## config.mk

```make
export PLATFORM = sky130hd
export DESIGN_NAME = utf8_stream_decoder
export DESIGN_NICKNAME = d
export VERILOG_FILES = /design/src/rtl/u8sd_pkg.sv /design/src/rtl/u8sd_in_reg.sv /design/src/rtl/u8sd_decode.sv /design/src/rtl/u8sd_out_reg.sv /design/src/rtl/utf8_stream_decoder.sv
export SDC_FILE = /design/constraint.sdc
export NUM_CORES = 1
export LEC_CHECK = 0
export BUFFER_PORTS_ARGS = -buffer_cell sky130_fd_sc_hd__clkbuf_2
export CAP_MARGIN = 10
export CORE_MARGIN = 3
export CORE_UTILIZATION = 58
export CTS_BUF_LIST = sky130_fd_sc_hd__clkbuf_8
export DETAILED_ROUTE_END_ITERATION = 10
export PLACE_DENSITY = 0.83
export SYNTH_ARGS = -nofsm -noshare
export SYNTH_HDL_FRONTEND = slang
export SYNTH_HIERARCHICAL = 1
export SYNTH_SLANG_ARGS = --single-unit
export TNS_END_PERCENT = 20
```

## constraint.sdc

```tcl
create_clock -name clk -period 2.1 [get_ports clk]
set_input_delay 0.105 -clock clk [delete_from_list [all_inputs] [get_ports clk]]
set_output_delay 0.105 -clock clk [all_outputs]
set_load 0.005 [all_outputs]
```

## src/rtl/u8sd_pkg.sv

```systemverilog
// Package for the UTF-8 stream decoder: byte classes, constants, result struct.
// No dependencies.
`timescale 1ns / 1ps

package u8sd_pkg;

  localparam int unsigned CpW  = 21;
  localparam int unsigned CntW = 3;

  localparam logic [7:0] AsciiMax  = 8'h7F;
  localparam logic [7:0] Lead2Min  = 8'hC0;
  localparam logic [7:0] Lead2Max  = 8'hDF;
  localparam logic [7:0] Lead3Min  = 8'hE0;
  localparam logic [7:0] Lead3Max  = 8'hEF;
  localparam logic [7:0] Lead4Min  = 8'hF0;
  localparam logic [7:0] Lead4Max  = 8'hF7;
  localparam logic [7:0] ContMask  = 8'h3F;
  localparam logic [7:0] Lead2Mask = 8'h1F;
  localparam logic [7:0] Lead3Mask = 8'h0F;
  localparam logic [7:0] Lead4Mask = 8'h07;

  typedef enum logic [2:0] {
    BC_ASCII,
    BC_LEAD2,
    BC_LEAD3,
    BC_LEAD4,
    BC_CONT
  } byte_class_t;

  typedef struct packed {
    logic            emit;
    logic [CpW-1:0]  code_point;
    logic [CntW-1:0] byte_count;
  } u8sd_result_t;

  function automatic byte_class_t classify(input logic [7:0] b);
    byte_class_t c;
    if (b <= AsciiMax) begin
      c = BC_ASCII;
    end else if (b >= Lead2Min && b <= Lead2Max) begin
      c = BC_LEAD2;
    end else if (b >= Lead3Min && b <= Lead3Max) begin
      c = BC_LEAD3;
    end else if (b >= Lead4Min && b <= Lead4Max) begin
      c = BC_LEAD4;
    end else begin
      c = BC_CONT;
    end
    return c;
  endfunction

endpackage

```

## src/rtl/u8sd_in_reg.sv

```systemverilog
// Input register stage: holds one accepted byte until the decoder consumes it.
// Depends on nothing but the clock and reset.
`timescale 1ns / 1ps

module u8sd_in_reg (
  input  logic       clk,
  input  logic       rst,
  input  logic       in_valid,
  output logic       in_ready,
  input  logic [7:0] data_byte,
  input  logic       advance,
  output logic       held_valid,
  output logic [7:0] held_byte
);

  assign in_ready = !held_valid || advance;

  always_ff @(posedge clk) begin
    if (rst) begin
      held_valid <= 1'b0;
    end else if (in_ready) begin
      held_valid <= in_valid;
    end
  end

  always_ff @(posedge clk) begin
    if (in_valid && in_ready) begin
      held_byte <= data_byte;
    end
  end

endmodule

```

## src/rtl/u8sd_decode.sv

```systemverilog
// Decode state (owed count, sequence length, partial value) and per-byte update.
// Uses u8sd_pkg for byte classes and the result struct.
`timescale 1ns / 1ps

module u8sd_decode (
  input  logic                  clk,
  input  logic                  rst,
  input  logic                  advance,
  input  logic [7:0]            held_byte,
  output u8sd_pkg::u8sd_result_t result
);

  logic [1:0]                  bytes_owed, bytes_owed_next;
  logic [u8sd_pkg::CntW-1:0]   sequence_length, sequence_length_next;
  logic [u8sd_pkg::CpW-1:0]    partial_value, partial_value_next;
  logic [u8sd_pkg::CpW-1:0]    shifted;

  assign shifted = {partial_value[u8sd_pkg::CpW-7:0], held_byte[5:0] & u8sd_pkg::ContMask[5:0]};

  always_comb begin
    bytes_owed_next      = bytes_owed;
    sequence_length_next = sequence_length;
    partial_value_next   = partial_value;
    result.emit          = 1'b0;
    result.code_point    = '0;
    result.byte_count    = '0;
    case (u8sd_pkg::classify(held_byte))
      u8sd_pkg::BC_ASCII: begin
        result.emit       = 1'b1;
        result.code_point = {{(u8sd_pkg::CpW-8){1'b0}}, held_byte};
        result.byte_count = u8sd_pkg::CntW'(1);
      end
      u8sd_pkg::BC_LEAD2: begin
        bytes_owed_next      = 2'd1;
        sequence_length_next = u8sd_pkg::CntW'(2);
        partial_value_next   = {{(u8sd_pkg::CpW-8){1'b0}}, held_byte & u8sd_pkg::Lead2Mask};
      end
      u8sd_pkg::BC_LEAD3: begin
        bytes_owed_next      = 2'd2;
        sequence_length_next = u8sd_pkg::CntW'(3);
        partial_value_next   = {{(u8sd_pkg::CpW-8){1'b0}}, held_byte & u8sd_pkg::Lead3Mask};
      end
      u8sd_pkg::BC_LEAD4: begin
        bytes_owed_next      = 2'd3;
        sequence_length_next = u8sd_pkg::CntW'(4);
        partial_value_next   = {{(u8sd_pkg::CpW-8){1'b0}}, held_byte & u8sd_pkg::Lead4Mask};
      end
      u8sd_pkg::BC_CONT: begin
        if (bytes_owed != 2'd0) begin
          bytes_owed_next = bytes_owed - 2'd1;
          if (bytes_owed == 2'd1) begin
            result.emit          = 1'b1;
            result.code_point    = shifted;
            result.byte_count    = sequence_length;
            partial_value_next   = '0;
            sequence_length_next = '0;
          end else begin
            partial_value_next = shifted;
          end
        end
      end
      default: begin
      end
    endcase
  end

  always_ff @(posedge clk) begin
    if (rst) begin
      bytes_owed      <= 2'd0;
      sequence_length <= '0;
      partial_value   <= '0;
    end else if (advance) begin
      bytes_owed      <= bytes_owed_next;
      sequence_length <= sequence_length_next;
      partial_value   <= partial_value_next;
    end
  end

endmodule

```

## src/rtl/u8sd_out_reg.sv

```systemverilog
// Result register: holds one decoded character until the consumer takes it.
// Uses u8sd_pkg for the result struct.
`timescale 1ns / 1ps

module u8sd_out_reg (
  input  logic                       clk,
  input  logic                       rst,
  input  logic                       advance,
  input  u8sd_pkg::u8sd_result_t     result,
  output logic                       can_take,
  output logic                       out_valid,
  input  logic                       out_ready,
  output logic [u8sd_pkg::CpW-1:0]   code_point,
  output logic [u8sd_pkg::CntW-1:0]  byte_count
);

  logic load;

  assign can_take = !out_valid || out_ready;
  assign load     = advance && result.emit;

  always_ff @(posedge clk) begin
    if (rst) begin
      out_valid <= 1'b0;
    end else if (load) begin
      out_valid <= 1'b1;
    end else if (out_ready) begin
      out_valid <= 1'b0;
    end
  end

  always_ff @(posedge clk) begin
    if (load) begin
      code_point <= result.code_point;
      byte_count <= result.byte_count;
    end
  end

endmodule

```

## src/rtl/utf8_stream_decoder.sv

```systemverilog
// UTF-8 stream decoder: one byte per request in, one code point per finished character out.
// Accepted bytes wait in the input register; finished characters load the result register.
// Throughput: one byte per cycle; the input register drains whenever the result register
// is empty or being taken, so only a stalled consumer holds input back.
// Reset (rst, synchronous): clears both valid flags and the decode state; nothing owed.
// Depends on u8sd_pkg, u8sd_in_reg, u8sd_decode, u8sd_out_reg.
`timescale 1ns / 1ps

module utf8_stream_decoder (
  input  logic                       clk,
  input  logic                       rst,
  input  logic                       in_valid,
  output logic                       in_ready,
  input  logic [7:0]                 data_byte,
  output logic                       out_valid,
  input  logic                       out_ready,
  output logic [u8sd_pkg::CpW-1:0]   code_point,
  output logic [u8sd_pkg::CntW-1:0]  byte_count
);

  logic                   held_valid;
  logic [7:0]             held_byte;
  logic                   can_take;
  logic                   advance;
  u8sd_pkg::u8sd_result_t result;

  assign advance = held_valid && can_take;

  u8sd_in_reg u_in (
    .clk        (clk),
    .rst        (rst),
    .in_valid   (in_valid),
    .in_ready   (in_ready),
    .data_byte  (data_byte),
    .advance    (advance),
    .held_valid (held_valid),
    .held_byte  (held_byte)
  );

  u8sd_decode u_dec (
    .clk       (clk),
    .rst       (rst),
    .advance   (advance),
    .held_byte (held_byte),
    .result    (result)
  );

  u8sd_out_reg u_out (
    .clk        (clk),
    .rst        (rst),
    .advance    (advance),
    .result     (result),
    .can_take   (can_take),
    .out_valid  (out_valid),
    .out_ready  (out_ready),
    .code_point (code_point),
    .byte_count (byte_count)
  );

endmodule

```

After elaboration in Yosys (flattened, before gate mapping)

Index checks and enable logic that the tools add are counted.
W data, S select, Z words.

Add/subtract/negate cells: 1
$mul: 0
Divide/modulo/power cells: 0
Order comparisons: 7
Eq/ne operators: 7
Shifts and indexed selects: 0
Multiplexer cells: 17
Bitwise logic cells: 0
Reduce and logical (&&, ||, !) cells: 16

Operator list:

| operator             | count |
|---|---|
| $pmux W15 S4         | 1 |
| $mux W25             | 2 |
| $pmux W25 S2         | 1 |
| $mux W15             | 2 |
| $ge A8 B8 Y1 const B | 3 |
| $le A8 B8 Y1 const B | 3 |
| $mux W3              | 6 |
| $pmux W3 S4          | 1 |
| $le A8 B7 Y1 const B | 1 |
| $pmux W2 S4          | 1 |
| $eq A3 B2 Y1 const B | 2 |
| $logic_and A1 B1 Y1  | 6 |
| $ne A2 B1 Y1 const B | 2 |
| $reduce_and A4 Y1    | 1 |
| $reduce_bool A2 Y1   | 2 |
| $reduce_bool A4 Y1   | 1 |
| $eq A3 B1 Y1 const B | 1 |
| $eq A3 B3 Y1 const B | 1 |
| $logic_not A3 Y1     | 1 |
| $reduce_and A3 Y1    | 1 |
| $eq A2 B1 Y1 const B | 1 |
| $logic_not A1 Y1     | 2 |
| $logic_or A1 B1 Y1   | 2 |
| $mux W1              | 2 |
| other kinds (2)      | 2 |

Register bits after elaboration: 54
Bits in latches: 0
Memory bits (writable): 0
Bits in read-only memories: 0
Output and inout port bits: 26
Word-level logic and storage cells: 56
Memories: 0

Longest topological paths before layout

Gate-level depths: netlist (run 1).

Word-level depth: 10
Mapped depth: 7
Gate-level depth less buffers: 6

Cells and area by module

The synthesis (run 1) kept the hierarchy.

Modules (own cells, without submodules):

| module              | times used | cells each | area each (um^2) | seq. area each (um^2) |
|---|---|---|---|---|
| u8sd_decode         | 1          | 143        | 1285.0           | 400.4 |
| u8sd_out_reg        | 1          | 29         | 770.7            | 740.7 |
| u8sd_in_reg         | 1          | 13         | 295.3            | 260.2 |
| utf8_stream_decoder | 1          | 1          | 6.3              | 0.0 |

Worst setup path before layout (run 1)

OpenSTA, ideal clock, no wires.

Path kind: flip-flop to flip-flop
Start point: register u_in.held_byte[4]
End point: register u_out/byte_count[0] (netlist bit), enable pin
Library setup time: 0.379 ns
Arrival time: 1.348 ns
Required time: 1.721 ns
Slack: 0.373 ns
Cell stages (with the launch flop): 7
Cells stage by stage: edfxtp_1 buf_2 and3_4 o21ai_0 nand2_1 nand2_1 inv_1

RTL lines:

| item                   | RTL line           | source |
|---|---|---|
| from (decl)            | u8sd_in_reg.sv:13  | `output logic [7:0] held_byte` |
| from (signal assigned) | u8sd_in_reg.sv:28  | `held_byte <= data_byte;` |
| to (signal assigned)   | u8sd_out_reg.sv:35 | `byte_count <= result.byte_count;` |
| to (decl)              | u8sd_out_reg.sv:14 | `output logic [u8sd_pkg::CntW-1:0] byte_count` |

Worst setup path in the final report (run 1)

Start point: register u_dec.bytes_owed[0]
End point: register u_dec.bytes_owed[1]

Longest elaborated chain between the ends: 3
Elaborated cells on any way between the ends: 6

RTL lines:

| item                                                | RTL line                             | source |
|---|---|---|
| from (decl)                                         | u8sd_decode.sv:13                    | `logic [1:0] bytes_owed, bytes_owed_next;` |
| from (signal assigned)                              | u8sd_decode.sv:73                    | `bytes_owed <= bytes_owed_next;` |
| $sub A2 B1 Y2 or $reduce_bool A2 Y1 (tied branches) | u8sd_decode.sv:50, u8sd_decode.sv:49 |  |
| $mux W2 or $ne A2 B1 Y1 (tied branches)             | n/a                                  |  |
| $pmux W2 S4 or $reduce_and A3 Y1 (tied branches)    | n/a                                  |  |

Parallel ways exist; a longest one is shown, timed or not. The select of a mux whose other input is x is not followed.
A chain may end at the register's enable or synchronous reset.

==> results.cfg, run 1 <==
[outcome]
run_status = completed

[yosys]
synth_top_cells_by_area = edfxtp_1, dfxtp_1, a211oi_2
async_flop_share_pct = 0
post-synth-top-count-cell = edfxtp_1
syn_area_per_cell_sq_um = 12.67
synth_warnings = 6
synthDistinctLibCells = 42
synth_cells = 186
synth.top_cell.area_share_pct = 40.76
ys_seq_area_share_pct = 59.45
synth_top_cell_by_area = edfxtp_1
synthTopCellsByCount = edfxtp_1, dfxtp_1, and2_1
syn-num-nets = 201
mapped_cell_area_sq_um = 2357
synth_edf_count = 32
postSynthRegisterBits = 54
postSynth.topFlopCell = edfxtp_1

[worst_hold_path]
worstHoldPathCells = 3
hold_class = in -> reg
hold_path_end = u_in/held_valid
worst_hold_startpoint = in_valid

[floorplan]
floorplan.die.width_microns = 69.75
die_area_sq_um = 4865
io_pins = 38
fp.coreArea_sq_um = 3799
starting_utilization_of_the_core_area_pct = 62.06
die_h_microns = 69.75
placementRows = 22

[clocking]
post-cts-setup-buffers = 0
cts_tree = built
clock_tree.root_cell = clkbuf_8
cts-buffers-inserted = 5
ctsHtreeMaxLevel = 2
tritoncts_num_sinks = 54
cts_buffer_depth = 2
clock_latency_ns = 0.31
clk_transition_reported_paths_ns = 0.09

[worst_setup_path]
worst_path_max_delay_cell = nor2b_1
path_buf_inv = 1
rr_startpoint = u_dec/bytes_owed[0]
crit_type = reg -> reg
worstPathMaxFanout = 12
register_to_register_path_depth = 5
worst-endpoint-arrival_ns = 2.15
slowest_delay_ns = 0.72
critical_path_cell_by_cell = inv_1 > ha_1 > nor2b_1 > nor3_1 > a41o_1
regToRegEndpoint = u_dec/bytes_owed[1]
critPathCaptureType = flip-flop
worst-endpoint-required_ns = 2.30
r2r_setup_slack_ns = 0.16
critical_path.top_delay_family = simple AND/OR/NAND/NOR gates
worstSetupStartpointType = flip-flop

[routing]
drt_pass1_iterations = 4
post-route-drc-count = 0
antenna_violating_nets_post_route = 0
avgRoutedWirePerCell_microns = 16.96
drt_wl_total_mm = 4.733
dr_total_vias = 1695
viasPerCell = 6.075
dr.first_iter.drc_count = 224

[timing]
tns_ns = 0
final-setup-viol-count = 0
worst-slew-pin-transition_ns = 0.8563
fin_skew_ns = 0.005444
final_clock_period_utilization_by_the_worst_path_pct = 92.59
timing.final.max_slew_violations = 0
timing.max_slew.rel_slack_pct = 42.79
postLayoutSetupSlackWorst_ns = 0.1555
final_period_minus_worst_setup_slack_ns = 1.944
hold_viol = 0
fmax_mhz = 514.3
rsz0062_at_grt = false

[final_layout]
post_layout_nonfiller_instances = 279
flow.area_growth_from_synthesis_pct = 16.14
insertedDiodeCount = 0
final_layout_size_suffix_gt1_share_pct = 29.00
postLayoutCellArea_sq_um = 2738
num-nets-final = 245
postLayoutCoreUtil_pct = 72.07

[placed_design]
detailedPlace.worstSlack_ns = 0.1995
placedInstanceArea_sq_um = 2570
dpl.hpwl_mm = 3.255
placedCellCount = 263
place.port_buffers = 37
globalplace.congestion = 0.8204

[power]
switching_power_mw = 0.4617
power.clock.fraction_pct = 29.2
sw_ratio_pct = 24.09
power_per_cell_area_nw_per_um2 = 700.1
share_comb_of_total_power_pct = 9.0
power.share.sequential_pct = 61.8
power.static_leakage_nw = 1.027
worst_supply_voltage_drop_on_vdd_v = 0.0004793
p_int_mw = 1.455

[grt]
antenna_found_initial = 0
groute.usage.overall_pct = 20.53
grt_pass1_wl_mm = 7.955
pin_count_of_the_biggest_net_entering_global_routing = 25
globalRouteOverflowTotal = 0
via_count_of_the_first_global_routing_pass = 1682

[run]
drv.max_cap_violation_count = 0
-- worst reg2reg max path: stages, from the launching register on --
cell	delay, ns
dfxtp_1	0.35
inv_1	0.09
ha_1	0.25
nor2b_1	0.72
nor3_1	0.17
a41o_1	0.26
-- final cells by class --
class / instances / area, sq um
repair buffers: 50 / 302.8
inverters: 8 / 30.03
multi-input cells: 111 / 855.8
clock inverters: 3 / 18.77
fillers: 261 / 1061
flip-flops and latches: 54 / 1401
well taps: 48 / 60.06
clock buffers: 5 / 68.82
-- routing by layer --
layer	track usage (%)	up-vias	part of all wire, %
met3	5.507	8	8.3
met4	8.511	0	2.1
li1	-	798	-
met1	23.23	799	37
met2	36.44	90	53
met5	0	-	0
-- registers in the layout, indices dropped and copies added (netlist names) --
signal	count
u_out/out_valid	1
u_dec/partial_value	15
u_dec/sequence_length	3
u_out/code_point	21
u_dec/bytes_owed	2
u_in/held_valid	1
u_in/held_byte	8
u_out/byte_count	3
-- cells by family after synthesis --
logic type	synth area share [%]
adder cells (fa/ha/maj)	1.593
multiplexers	0.8493
AND/OR/NAND/NOR	14.33
AO/OA/AOI/OAI	19.53
flip-flops	59.45
buffers and inverters	4.246
-- per-stage QoR --
step                total power, mW  hold slack [ns]
floorplan                     1.309           0.1674
finish                        1.917          0.03546
CTS                           1.926          0.02508
global route                  1.997          0.04302
global placement              1.356           0.2827
detailed placement            1.367           0.2836
-- worst max path at each step --
stage,from,to,slack [ns],cells after the start
floorplan,u_in/held_byte[4],u_out/byte_count[0],0.37,6
global placement,u_dec/bytes_owed[0],u_dec/partial_value[4],0.34,5
detailed placement,u_dec/bytes_owed[0],u_dec/partial_value[4],0.20,5
CTS,u_dec/bytes_owed[0],u_dec/partial_value[4],0.18,5
global route,u_dec/bytes_owed[0],u_dec/partial_value[4],0.04,5
finish,u_dec/bytes_owed[0],u_dec/bytes_owed[1],0.16,5
-- cell usage in the layout, fill, tap and decap left out, drive strengths merged, types with 5 or more instances in the layout --
cell / netlist / routed
clkbuf: 1 / 42
edfxtp: 32 / 32
dfxtp: 22 / 22
and2: 20 / 20
nand4: 13 / 13
o31ai: 12 / 12
a211oi: 11 / 11
inv: 8 / 9
dlygate4sd3: 0 / 8
a21boi: 8 / 8
nand2: 7 / 7
buf: 12 / 5
o21ai: 5 / 5
-- power groups by stage --
stage / sequential (mW) / combinational [mW] / clock, mW
after floorplan: 1.20 / 0.110 / 0
after global placement: 1.21 / 0.150 / 0
after detailed placement: 1.21 / 0.159 / 0
after CTS: 1.18 / 0.171 / 0.572
after global routing: 1.19 / 0.186 / 0.621
final: 1.18 / 0.172 / 0.559
-- repair_timing --
action | in CTS | in global routing
endpoints found under the setup margin | 0 | 0
hold buffers | 8 | 0
resized for setup | 0 | 0
endpoints found under the hold margin | 8 | 0
No activity file was read; power rests on OpenSTA's default activity.
==> run 2: changes to the inputs <==
Settings changed: ABC_AREA set to 1.
==> run 2 against run 1 <==
Net effect:
- setup slack gained 0.14 ns
- fmax grew 7.7%
- hold slack gained 0.032 ns
- largest cell class unchanged
- largest power group unchanged
==> results.cfg, run 2 <==
[timing]
rsz0062_at_grt = false
fin_skew_ns = 0.006547
timing.final.max_slew_violations = 0
fmax_mhz = 553.9
timing.max_slew.rel_slack_pct = 71.40
final-setup-viol-count = 0
final_period_minus_worst_setup_slack_ns = 1.805
tns_ns = 0
hold_viol = 0
final_clock_period_utilization_by_the_worst_path_pct = 85.97
worst-slew-pin-transition_ns = 0.4281

[yosys]
ys_seq_area_share_pct = 61.74
async_flop_share_pct = 0
synthTopCellsByCount = nor2_1, nand2_1, edfxtp_1
postSynthRegisterBits = 54
synth_top_cell_by_area = edfxtp_1
post-synth-top-count-cell = nor2_1
synthDistinctLibCells = 26
synth_cells = 222
synth_warnings = 6
syn_area_per_cell_sq_um = 10.22
synth_edf_count = 32
synth_top_cells_by_area = edfxtp_1, dfxtp_1, nor2_1
synth.top_cell.area_share_pct = 42.34
mapped_cell_area_sq_um = 2270
postSynth.topFlopCell = edfxtp_1
syn-num-nets = 237

[worst_setup_path]
crit_path_end = u_out/code_point[7]
rr_startpoint = u_dec/bytes_owed[0]
regToRegEndpoint = u_out/code_point[7]
critPathCaptureType = flip-flop
worstSetupStartpointType = flip-flop
r2r_setup_slack_ns = 0.29
register_to_register_path_depth = 5
crit_type = reg -> reg
worst-endpoint-arrival_ns = 1.93
worstPathMaxFanout = 10
worst-endpoint-required_ns = 2.23
worst_setup_path_startpoint = u_dec/bytes_owed[0]

[final_layout]
n_fill_cell = 259
flow.area_growth_from_synthesis_pct = 19.96
postLayoutCoreUtil_pct = 73.27
insertedDiodeCount = 0
mostFrequentLayoutCells = clkbuf_2, nor2_1, nand2_1
largest_register = u_out/code_point
num-nets-final = 290
largest_reg_flops = 21
largest_registers = u_out/code_point (21), u_dec/partial_value (15), u_in/held_byte (8)
final_layout_size_suffix_gt1_share_pct = 26.45

[grt]
busiest_layer_in_global_routing = met2
met2_usage_pct = 35.52
pin_count_of_the_biggest_net_entering_global_routing = 25
grt_pass1_wl_mm = 6.962
grt.met3_usage_pct = 5.186
grt_use_met1_pct = 24.65
antenna_found_initial = 0
via_count_of_the_first_global_routing_pass = 1492
globalRouteOverflowTotal = 0
groute.usage.overall_pct = 20.40

[routing]
avgRoutedWirePerCell_microns = 13.34
post-route-drc-count = 0
dr_total_vias = 1657
viasPerCell = 5.114
antenna_violating_nets_post_route = 0
dr.first_iter.drc_count = 159
drt_wl_total_mm = 4.323
drt_pass1_iterations = 4

[floorplan]
io_pins = 38
floorplan.die.width_microns = 68.56
die_h_microns = 68.56
starting_utilization_of_the_core_area_pct = 61.08
fp.coreArea_sq_um = 3716
placementRows = 22
die_area_sq_um = 4700

[clocking]
cts_hold_buf = 8
cts_buffer_depth = 2
clock_tree.root_cell = clkbuf_8
cts-buffers-inserted = 5
cts_tree = built
tritoncts_num_sinks = 54
clk_transition_reported_paths_ns = 0.08
ctsHtreeMaxLevel = 2
postCtsResizedCells = 0
clock_latency_ns = 0.30
post-cts-setup-buffers = 0

[power]
power_per_cell_area_nw_per_um2 = 754.2
power.static_leakage_nw = 1.148
worst_supply_voltage_drop_on_vdd_v = 0.0004869

[placed_design]
globalplace.congestion = 0.9260
dpl.hpwl_mm = 3.000
place.port_buffers = 37

[run]
drv.max_cap_violation_count = 0

[outcome]
run_status = completed

[worst_hold_path]
hold_class = in -> reg
run 2: cell count changes after synthesis, sizes merged, moves of 9 or more:
cell | previous run | this run
nor3 | 1 | 15
a211oi | 11 | 0
nand2 | 7 | 43
a21oi | 3 | 12
o31ai | 12 | 0
inv | 8 | 25
and2 | 20 | 0
nor2 | 1 | 38
nand4 | 13 | 1
run 2: metrics by stage:
stage / instance area, sq um / power [mW] / hold slack, ns / instances / setup slack (ns)
3_5_place_dp: 2526 / 1.377 / 0.2836 / 308 / 0.3509
5_1_grt: 2723 / 2.144 / 0.06630 / 324 / 0.1995
3_3_place_gp: 2526 / 1.370 / 0.2814 / 308 / 0.4233
4_1_cts: 2723 / 2.059 / 0.06299 / 324 / 0.3220
6_report: 2723 / 2.054 / 0.06722 / 324 / 0.2946
2_1_floorplan: 2270 / 1.316 / 0.1674 / 222 / 0.2046
run 2: per-layer routing:
layer | part of all wire, % | routed length, microns
met5 | 0 | 0
met4 | 1.5 | 66
met3 | 5.3 | 230
met2 | 52 | 2237
met1 | 41 | 1789
run 2: area by class of cell:
class                   instances  area [sq um]  area share [%]
repair buffers                 50         315.3           11.58
multi-input cells             137         726.9           26.70
well taps                      48         60.06           2.206
flip-flops and latches         54          1401           51.47
inverters                      27         102.6           3.768
clock inverters                 2         33.78           1.241
clock buffers                   6         82.58           3.033
run 2: where the power goes:
| part | leakage (nW) | internal (mW) | switching [mW] | total [mW] |
|---|---|---|---|---|
| Sequential | 0.492 | 1.16 | 0.0212 | 1.18 |
| Clock | 0.0626 | 0.384 | 0.302 | 0.686 |
| Combinational | 0.593 | 0.0706 | 0.116 | 0.187 |
| Total | 1.15 | 1.61 | 0.439 | 2.05 |
run 2: critical path: stages, from the launching register on:
cell,delay (ns)
dfxtp_1,0.41
inv_1,0.06
ha_1,0.29
nor2_2,0.28
clkinv_1,0.33
nor3_1,0.27
run 2: kinds of logic after synthesis:
family	count (synthesis)	share of synthesized area [%]
fa+ha+maj	3	1.654
compound gates	25	6.561
simple gates	109	23.81
flops	54	61.74
buf+inv	31	6.229
run 2: worst min-delay path by stage:
stage	cells past startpoint	slack [ns]	end	start
floorplan	1	0.17	u_in/held_valid	rst
global placement	1	0.28	u_in/held_byte[3]	data_byte[3]
detailed placement	1	0.28	u_in/held_byte[3]	data_byte[3]
CTS	3	0.06	u_in/held_valid	in_valid
global route	4	0.07	u_out/out_valid	out_ready
finish	4	0.07	u_out/out_valid	out_ready
